## src/hdl/act_pkg.sv

```systemverilog
package act_pkg;

  typedef enum logic [1:0] {
    ACT_LOOKUP   = 2'd0,
    ACT_INS_RES  = 2'd1,
    ACT_INS_WAIT = 2'd2,
    ACT_TICK     = 2'd3
  } action_t;

  typedef enum logic [2:0] {
    KIND_LOOKUP = 3'd0,
    KIND_INSERT = 3'd1,
    KIND_RESEND = 3'd2,
    KIND_FREED  = 3'd3,
    KIND_TICK   = 3'd4
  } kind_t;

  localparam logic [1:0] ST_FREE = 2'd0;
  localparam logic [1:0] ST_WAIT = 2'd1;
  localparam logic [1:0] ST_RES  = 2'd2;

  localparam logic CFG_TIMEOUT = 1'b0;
  localparam logic CFG_RETRY   = 1'b1;

  typedef enum logic [2:0] {
    S_IDLE,
    S_SCAN,
    S_EMIT,
    S_DONE,
    S_OUT
  } fsm_t;

  typedef struct packed {
    logic start;
    logic step;
    logic apply;
    logic age;
    logic load_out;
    logic [2:0] out_kind;
    logic out_ok;
    logic out_slot;
    logic out_last;
  } cmd_t;

  typedef struct packed {
    logic scan_end;
    logic hit;
    logic act_tick;
  } sts_t;

endpackage

```

## src/hdl/act_ctrl.sv

```systemverilog
module act_ctrl (
  input  logic          clk,
  input  logic          rst,
  input  logic          in_fire,
  input  logic          out_busy,
  input  act_pkg::sts_t sts,
  output act_pkg::cmd_t cmd,
  output logic          idle
);
  import act_pkg::*;

  fsm_t state, state_next;

  always_ff @(posedge clk) begin
    if (rst) begin
      state <= S_IDLE;
    end else begin
      state <= state_next;
    end
  end

  always_comb begin
    state_next   = state;
    cmd          = '0;
    idle         = 1'b0;
    unique case (state)
      S_IDLE: begin
        idle = 1'b1;
        if (in_fire) begin
          cmd.start  = 1'b1;
          state_next = S_SCAN;
        end
      end
      S_SCAN: begin
        if (sts.act_tick) begin
          if (sts.hit) begin
            state_next = S_EMIT;
          end else begin
            cmd.age = 1'b1;
            if (sts.scan_end) begin
              state_next = S_DONE;
            end else begin
              cmd.step = 1'b1;
            end
          end
        end else if (sts.hit || sts.scan_end) begin
          state_next = S_OUT;
        end else begin
          cmd.step = 1'b1;
        end
      end
      S_EMIT: begin
        if (!out_busy) begin
          cmd.load_out = 1'b1;
          cmd.out_slot = 1'b1;
          cmd.apply    = 1'b1;
          if (sts.scan_end) begin
            state_next = S_DONE;
          end else begin
            cmd.step   = 1'b1;
            state_next = S_SCAN;
          end
        end
      end
      S_DONE: begin
        if (!out_busy) begin
          cmd.load_out = 1'b1;
          cmd.out_kind = KIND_TICK;
          cmd.out_last = 1'b1;
          state_next   = S_IDLE;
        end
      end
      S_OUT: begin
        if (!out_busy) begin
          cmd.load_out = 1'b1;
          cmd.apply    = 1'b1;
          cmd.out_ok   = sts.hit;
          cmd.out_slot = sts.hit;
          cmd.out_last = 1'b1;
          state_next   = S_IDLE;
        end
      end
      default: state_next = S_IDLE;
    endcase
  end

endmodule

```

## src/hdl/act_dp.sv

```systemverilog
module act_dp #(
  parameter int ENTRIES = 16
) (
  input  logic          clk,
  input  logic          rst,
  input  act_pkg::cmd_t cmd,
  input  logic [117:0]  in_data,
  input  logic          cfg_fire,
  input  logic          cfg_index,
  input  logic [15:0]   cfg_data,
  input  logic          out_take,
  output act_pkg::sts_t sts,
  output logic          out_valid,
  output logic [109:0]  out_data,
  output logic          out_last
);
  import act_pkg::*;

  localparam int IW = (ENTRIES > 1) ? $clog2(ENTRIES) : 1;

  logic [15:0] timeout_ticks;
  logic [3:0]  retry_limit;

  logic [1:0]  slot_state [ENTRIES];
  logic [17:0] slot_ttl [ENTRIES];
  logic [4:0]  slot_retries [ENTRIES];
  logic [15:0] slot_protocol [ENTRIES];
  logic [31:0] slot_ip [ENTRIES];
  logic [47:0] slot_hw [ENTRIES];
  logic [3:0]  slot_port [ENTRIES];
  logic [IW-1:0] alloc_pointer;

  logic [1:0]  act;
  logic [15:0] r_pro, r_elapsed;
  logic [31:0] r_ip;
  logic [47:0] r_hw;
  logic [3:0]  r_port;
  logic [IW-1:0] idx, cnt;

  logic [17:0] ttl_sub;
  logic        live, hit;

  assign live    = slot_state[idx] != ST_FREE;
  assign ttl_sub = (slot_ttl[idx] > {2'b0, r_elapsed}) ?
                   slot_ttl[idx] - {2'b0, r_elapsed} : 18'd0;

  always_comb begin
    unique case (act)
      ACT_LOOKUP: hit = live && slot_protocol[idx] == r_pro && slot_ip[idx] == r_ip;
      ACT_TICK:   hit = live && ttl_sub == 18'd0;
      default:    hit = !live;
    endcase
  end

  assign sts.hit      = hit;
  assign sts.scan_end = cnt == IW'(ENTRIES - 1);
  assign sts.act_tick = act == ACT_TICK;

  logic resend;
  assign resend = slot_state[idx] == ST_WAIT && slot_retries[idx] != 5'd0;

  always_ff @(posedge clk) begin
    if (rst) begin
      timeout_ticks <= 16'd600;
      retry_limit   <= 4'd4;
      alloc_pointer <= '0;
      out_valid     <= 1'b0;
      act           <= ACT_LOOKUP;
      idx           <= '0;
      cnt           <= '0;
      for (int i = 0; i < ENTRIES; i++) slot_state[i] <= ST_FREE;
    end else begin
      if (cfg_fire) begin
        if (cfg_index == CFG_TIMEOUT) timeout_ticks <= cfg_data;
        else retry_limit <= cfg_data[3:0];
      end
      if (cmd.load_out) out_valid <= 1'b1;
      else if (out_take) out_valid <= 1'b0;
      if (cmd.start) begin
        act       <= in_data[1:0];
        r_pro     <= in_data[17:2];
        r_ip      <= in_data[49:18];
        r_hw      <= in_data[97:50];
        r_port    <= in_data[101:98];
        r_elapsed <= in_data[117:102];
        cnt       <= '0;
        idx       <= (in_data[1:0] == ACT_INS_RES || in_data[1:0] == ACT_INS_WAIT) ?
                     alloc_pointer : '0;
      end
      if (cmd.age && live) begin
        slot_ttl[idx] <= ttl_sub;
      end
      if (cmd.step) begin
        cnt <= cnt + IW'(1);
        idx <= (idx == IW'(ENTRIES - 1)) ? '0 : idx + IW'(1);
      end
      if (cmd.load_out) begin
        out_last  <= cmd.out_last;
        if (cmd.out_kind == KIND_TICK) begin
          out_data <= {107'd0, KIND_TICK};
        end else if (!cmd.out_slot) begin
          out_data <= {106'd0, cmd.out_ok,
                       (act == ACT_LOOKUP) ? KIND_LOOKUP : KIND_INSERT};
        end else if (act == ACT_TICK) begin
          out_data <= {slot_port[idx], slot_hw[idx], slot_ip[idx], slot_protocol[idx],
                       slot_state[idx], 4'(idx), 1'b0,
                       resend ? KIND_RESEND : KIND_FREED};
        end else if (act == ACT_LOOKUP) begin
          out_data <= {slot_port[idx], slot_hw[idx], slot_ip[idx], slot_protocol[idx],
                       slot_state[idx], 4'(idx), cmd.out_ok, KIND_LOOKUP};
        end else begin
          out_data <= {r_port, (act == ACT_INS_RES) ? r_hw : 48'd0, r_ip, r_pro,
                       (act == ACT_INS_RES) ? ST_RES : ST_WAIT, 4'(idx), cmd.out_ok,
                       KIND_INSERT};
        end
      end
      if (cmd.apply && cmd.out_slot) begin
        if (act == ACT_TICK) begin
          if (resend) begin
            slot_retries[idx] <= slot_retries[idx] - 5'd1;
            slot_ttl[idx]     <= {2'b0, timeout_ticks};
          end else begin
            slot_state[idx] <= ST_FREE;
          end
        end else if (act != ACT_LOOKUP) begin
          slot_state[idx]    <= (act == ACT_INS_RES) ? ST_RES : ST_WAIT;
          slot_ttl[idx]      <= {2'b0, timeout_ticks};
          slot_retries[idx]  <= {1'b0, retry_limit};
          slot_protocol[idx] <= r_pro;
          slot_ip[idx]       <= r_ip;
          slot_hw[idx]       <= (act == ACT_INS_RES) ? r_hw : 48'd0;
          slot_port[idx]     <= r_port;
          alloc_pointer      <= (idx == IW'(ENTRIES - 1)) ? '0 : idx + IW'(1);
        end
      end
    end
  end

endmodule

```

## src/hdl/arp_cache_table_top.sv

```systemverilog
// ARP cache table: a table of ENTRIES address-resolution slots.
// Requests enter on the s_axis channel; tdata carries action, protocol,
// ip_addr, hw_addr, dev_port and elapsed. Results leave on m_axis, with
// tdata holding kind, ok, entry_index, entry_state and the entry contents,
// and tlast marking the final result of a request.
// Configuration writes arrive on the cfg channel: index 0 is timeout_ticks,
// index 1 is retry_limit; other indexes are ignored.
// A lookup walks the slots one per cycle from slot 0 and stops at the first
// match; an insert walks them from the allocation pointer and stops at the
// first free slot. A tick visits every slot in turn, one a cycle, but pauses
// at each slot that emits an event, longer while the result register is busy;
// the tick-done result comes last.
// One request is handled at a time; s_axis_tready is high only when idle.
// If the receiver stalls, the table walk holds until the result register
// is free; no result is lost. Reset frees every slot, zeroes the allocation
// pointer and loads the register defaults.
module arp_cache_table_top #(
  parameter int ENTRIES = 16
) (
  input  logic         clk,
  input  logic         rst,
  input  logic         s_axis_tvalid,
  output logic         s_axis_tready,
  // action, protocol, ip_addr, hw_addr, dev_port, elapsed (lowest first)
  input  logic [119:0] s_axis_tdata,
  output logic         m_axis_tvalid,
  input  logic         m_axis_tready,
  // kind, ok, entry_index, entry_state, entry_protocol, entry_ip, entry_hw,
  // entry_port (lowest first)
  output logic [111:0] m_axis_tdata,
  output logic         m_axis_tlast,
  input  logic         cfg_valid,
  output logic         cfg_ready,
  input  logic [1:0]   cfg_index,
  input  logic [15:0]  cfg_data
);
  import act_pkg::*;

  cmd_t cmd;
  sts_t sts;
  logic idle, in_fire, out_busy;
  logic [109:0] od;

  assign s_axis_tready = idle;
  assign in_fire       = s_axis_tvalid && idle;
  assign cfg_ready     = 1'b1;
  assign out_busy      = m_axis_tvalid && !m_axis_tready;
  assign m_axis_tdata  = {2'b0, od};

  act_ctrl u_ctrl (
    .clk(clk), .rst(rst), .in_fire(in_fire), .out_busy(out_busy),
    .sts(sts), .cmd(cmd), .idle(idle)
  );

  act_dp #(.ENTRIES(ENTRIES)) u_dp (
    .clk(clk), .rst(rst), .cmd(cmd), .in_data(s_axis_tdata[117:0]),
    .cfg_fire(cfg_valid && cfg_index[1] == 1'b0), .cfg_index(cfg_index[0]),
    .cfg_data(cfg_data), .out_take(m_axis_tvalid && m_axis_tready),
    .sts(sts), .out_valid(m_axis_tvalid), .out_data(od), .out_last(m_axis_tlast)
  );

endmodule

```

## config.mk

```make
export PLATFORM = sky130hd
export DESIGN_NAME = arp_cache_table_top
export DESIGN_NICKNAME = d
export VERILOG_FILES = /design/src/hdl/act_pkg.sv /design/src/hdl/act_ctrl.sv /design/src/hdl/act_dp.sv /design/src/hdl/arp_cache_table_top.sv
export SDC_FILE = /design/constraint.sdc
export NUM_CORES = 2
export LEC_CHECK = 0
export BUFFER_PORTS_ARGS = -buffer_cell sky130_fd_sc_hd__buf_2
export CAP_MARGIN = 10
export CORE_MARGIN = 10
export CORE_UTILIZATION = 53
export CTS_CLUSTER_DIAMETER = 30
export DETAILED_ROUTE_END_ITERATION = 10
export PLACE_DENSITY = 0.7
export SETUP_SLACK_MARGIN = 0.05
export SLEW_MARGIN = 20
export SYNTH_ARGS = -nofsm -noshare
export SYNTH_HDL_FRONTEND = slang
export SYNTH_SLANG_ARGS = --single-unit
```

## constraint.sdc

```tcl
create_clock -name clk -period 15.7 [get_ports clk]
set_input_delay 2.355 -clock clk [delete_from_list [all_inputs] [get_ports clk]]
set_output_delay 2.355 -clock clk [all_outputs]
set_load 0.01 [all_outputs]
```

==> summary.txt <==
Run status
  – Status: finished clean

Yosys
  – Mapped Avg Cell Area: between 15 and 20 um^2
  – Synth Register Bits: 2269
  – Asr flop ratio synth: 0%
  – Most frequent cells after synthesis: edfxtp_1 (2227), mux4_2 (510), nand2_1 (270)
  – Post-synth top area share: 74.5%
  – Sequential fraction of the synthesis area: 75.4%
  – Dominant cells by area after synthesis: edfxtp_1 (74%), mux4_2 (13%), mux2i_1 (1.8%)
  – Mapped Area: 89800 um^2
  – YS warnings: 0
  – Mapped Cells: 4520
  – Cell with the most instances after synthesis: edfxtp_1
  – Netlist cell types: 80
  – Yosys top cell by area: edfxtp_1
  – Predominant post-synthesis flop cell: edfxtp_1
  – Post-synth EDFFs: 2227

STA
  – Hold slack: around 0.46 ns
  – Max transition margin: 22.3%
  – Shortest period the worst path allows: between 8 and 9 ns
  – Final clock skew: 0.0839 ns
  – Slew Viols, Final: 0
  – Pin slew with the least headroom to its limit: 1.17 ns
  – Fin. Hold Viols: 0
  – Fmax: 0.117 GHz
  – # setup viols final: 0
  – RSZ-0062 raised after global routing: false
  – Fin Setup TNS: 0 ns
  – Fin crit share: 54.3%

CTS
  – # clock sinks: 2269
  – Hold-fix buffer count after cts: 0
  – Clk root buf: clkbuf_16
  – CTS clock-pin slew for the worst setup and hold paths: 0.06 ns
  – Worst-Skew Late Latency: a little under 1 ns
  – Postcts setup bufs: 0
  – Max clock buf depth: 4
  – H-tree Lvls: 5
  – # resized after CTS: 0
  – CTS buffer count: 430
  – CTS tree: yes

Detailed routing
  – Antenna Violating Nets Remaining: 0
  – DR vias/cell: 6.29
  – Drc violations: 0
  – DR iter-0 viols: 5570
  – Via Count: 47900
  – DRT Wirelength: roughly 230000 um
  – Routed len/inst: 30.7 um
  – DR pass1 iterations: 8

Pwr
  – Internal: 13.2 mW
  – PD cells: roughly 160 nW/um^2
  – Share of power burned in registers: 40.3%
  – Leakage: 35.3 nW
  – Worst VDD drop: 0.141 mV
  – Pwr Total: 16.9 mW
  – Combinational share of power: 5.6%
  – NetSw: 3.69 mW
  – Clock power frac: 54.0%
  – Switching share of total power: 21.9%

Floorplan
  – I/O Pins: ~260
  – Row cnt: 150
  – Area of the core: 168000 um^2
  – Die ar.: 186000 um^2
  – Initial Utilization: 53.5%
  – Die Ht: 432 um
  – Chip width: 432 um

Setup path
  – Endpoint class of the critical path: register
  – Critical Path RT: 16.35 ns
  – Worst path arrival time: ~9.2 ns
  – Kind of critical path: register to register
  – CP Launch Type: register
  – Crit Path Max Fanout: 64

Cells and area
  – Share of cells above drive strength 1: between 30% and 40%
  – N_diodes: 0
  – Area Overhead vs Synth: 20.5%
  – Layout fillers: roughly 11000
  – Final nets: 5226
  – Design Area, Final: 108000 um^2

GRT
  – Total grt overflow: 0
  – Initial antenna violation count: 3
  – Vias in the first global route: 49600
  – First-pass GRT wire length: 338000 um
  – Largest net degree at the start of global routing: about 120
  – Total GRT Usage: 24.8%

Place
  – DP Wirelength: roughly 120000 um
  – RD Place Congestion: 0.890
  – Port bufs: 253
  – Dpl cell area: 93700 um^2

Flow run
  – Max Cap Viol: 0

Worst hold path
  – Hold crit path type: register to register
-- critical path, cell delays in order, from the launching register on --
cell,delay [ns]
dfxtp_4,0.70
buf_4,0.86
buf_4,0.83
mux4_2,0.42
mux4_2,0.53
ha_1,0.36
a21o_1,0.22
a221oi_1,0.60
o22a_1,0.29
o31a_1,0.25
xor2_1,0.12
a2111oi_0,0.54
a31oi_1,0.28
nor2_1,0.48
o31ai_4,0.14
or3_1,0.67
buf_4,0.37
mux2_2,0.44
-- per-layer routing --
metal | vias up | share of wire [%] | global-route usage [%]
met2 | 2680 | 50 | 40.7
met5 | - | 0.0056 | 0
met4 | 2 | 4.3 | 10.5
met1 | 25000 | 37 | 32.4
li1 | 19700 | - | -
met3 | 514 | 8.7 | 5.26
-- sequential cells by signal, summed over array words and instances, names as in the netlist, 16 cells and up, named ones only --
signal and count:
u_dp.out_data 110, u_dp.r_elapsed 16, u_dp.r_hw 48, u_dp.r_ip 32, u_dp.r_pro 16, u_dp.slot_hw 768, u_dp.slot_ip 512, u_dp.slot_port 64
u_dp.slot_protocol 256, u_dp.slot_retries 80, u_dp.slot_state 32, u_dp.slot_ttl 288, u_dp.timeout_ticks 16
-- cell type report --
| class | count | area [um^2] | area share (%) |
|---|---|---|---|
| multi-input combinational | 1964 | 20900 | 19.3 |
| sequential | 2269 | 67700 | 62.6 |
| tap | 2204 | 2760 | 2.55 |
| timing repair buffer | 347 | 2150 | 1.99 |
| inverter | 44 | 173 | 0.160 |
| clock buffer | 465 | 11000 | 10.2 |
| clock inverter | 315 | 3490 | 3.23 |
-- cells by family (layout without fill, tap and decap cells) --
logic type,after synthesis,count (layout),share of synthesized area [%]
flops,2269,2269,75.4
xor+xnor,49,49,0.478
simple gates,751,751,3.87
fa+ha+maj,27,27,0.385
mux,721,721,15.3
compound gates,413,413,3.00
buf+inv,288,1171,1.55
other cells,2,3,0.00837
-- power by group through the flow --
stage                     clock, mW  sequential [mW]  combinational, mW
after floorplan                   0             6.89              0.675
after global placement            0             6.91              0.926
after detailed placement          0             6.92              0.940
after CTS                      9.19             6.80              0.951
after global routing           9.50             6.80               1.01
final                          9.12             6.80              0.948
-- final timing paths --
check | slack, ns | to | depth (start not counted) | start
setup / recovery | 7.17 | u_dp.slot_ttl[8][1] | 17 | register
hold / removal | 0.46 | u_dp.alloc_pointer[1] | 2 | u_dp.alloc_pointer[1]
setup reg to reg | 7.17 | u_dp.slot_ttl[8][1] | 17 | register
hold reg to reg | 0.46 | u_dp.alloc_pointer[1] | 2 | u_dp.alloc_pointer[1]
-- cell usage in the layout, fill, tap and decap left out, types with 17 or more instances in the layout --
cell type,Yosys,final
edfxtp_1,2227,2227
mux4_2,510,510
clkbuf_16,0,434
nand2_1,270,270
buf_2,46,253
nor2_1,211,177
mux2i_1,158,158
a21oi_1,139,135
buf_4,25,80
clkinv_2,0,67
clkinvlp_4,0,64
and2_1,62,62
bufinv_16,0,60
o21ai_0,58,58
clkinv_1,2,49
inv_6,0,42
inv_1,42,41
mux2_2,41,41
a22oi_1,39,39
dfxtp_1,42,38
nand3_1,37,36
xnor2_1,32,32
clkbuf_1,132,30
clkinv_4,0,29
nor3_1,29,28
a211oi_1,26,26
ha_1,26,25
and3_1,22,22
nor2b_1,21,21
nand4_1,18,18
nor2_4,0,18
xor2_1,17,17
-- metrics by stage --
step / instances / setup WS (ns) / utilization [%]
after global placement: 6827 / 7.32 / 55.8
after floorplan: 4521 / 4.68 / -
after CTS: 7608 / 7.15 / 64.5
after global routing: 7608 / 6.86 / 64.5
after detailed placement: 6828 / 7.23 / 55.8
final: 7608 / 7.17 / 64.5
Note: power is estimated with default switching activity, not from simulation.
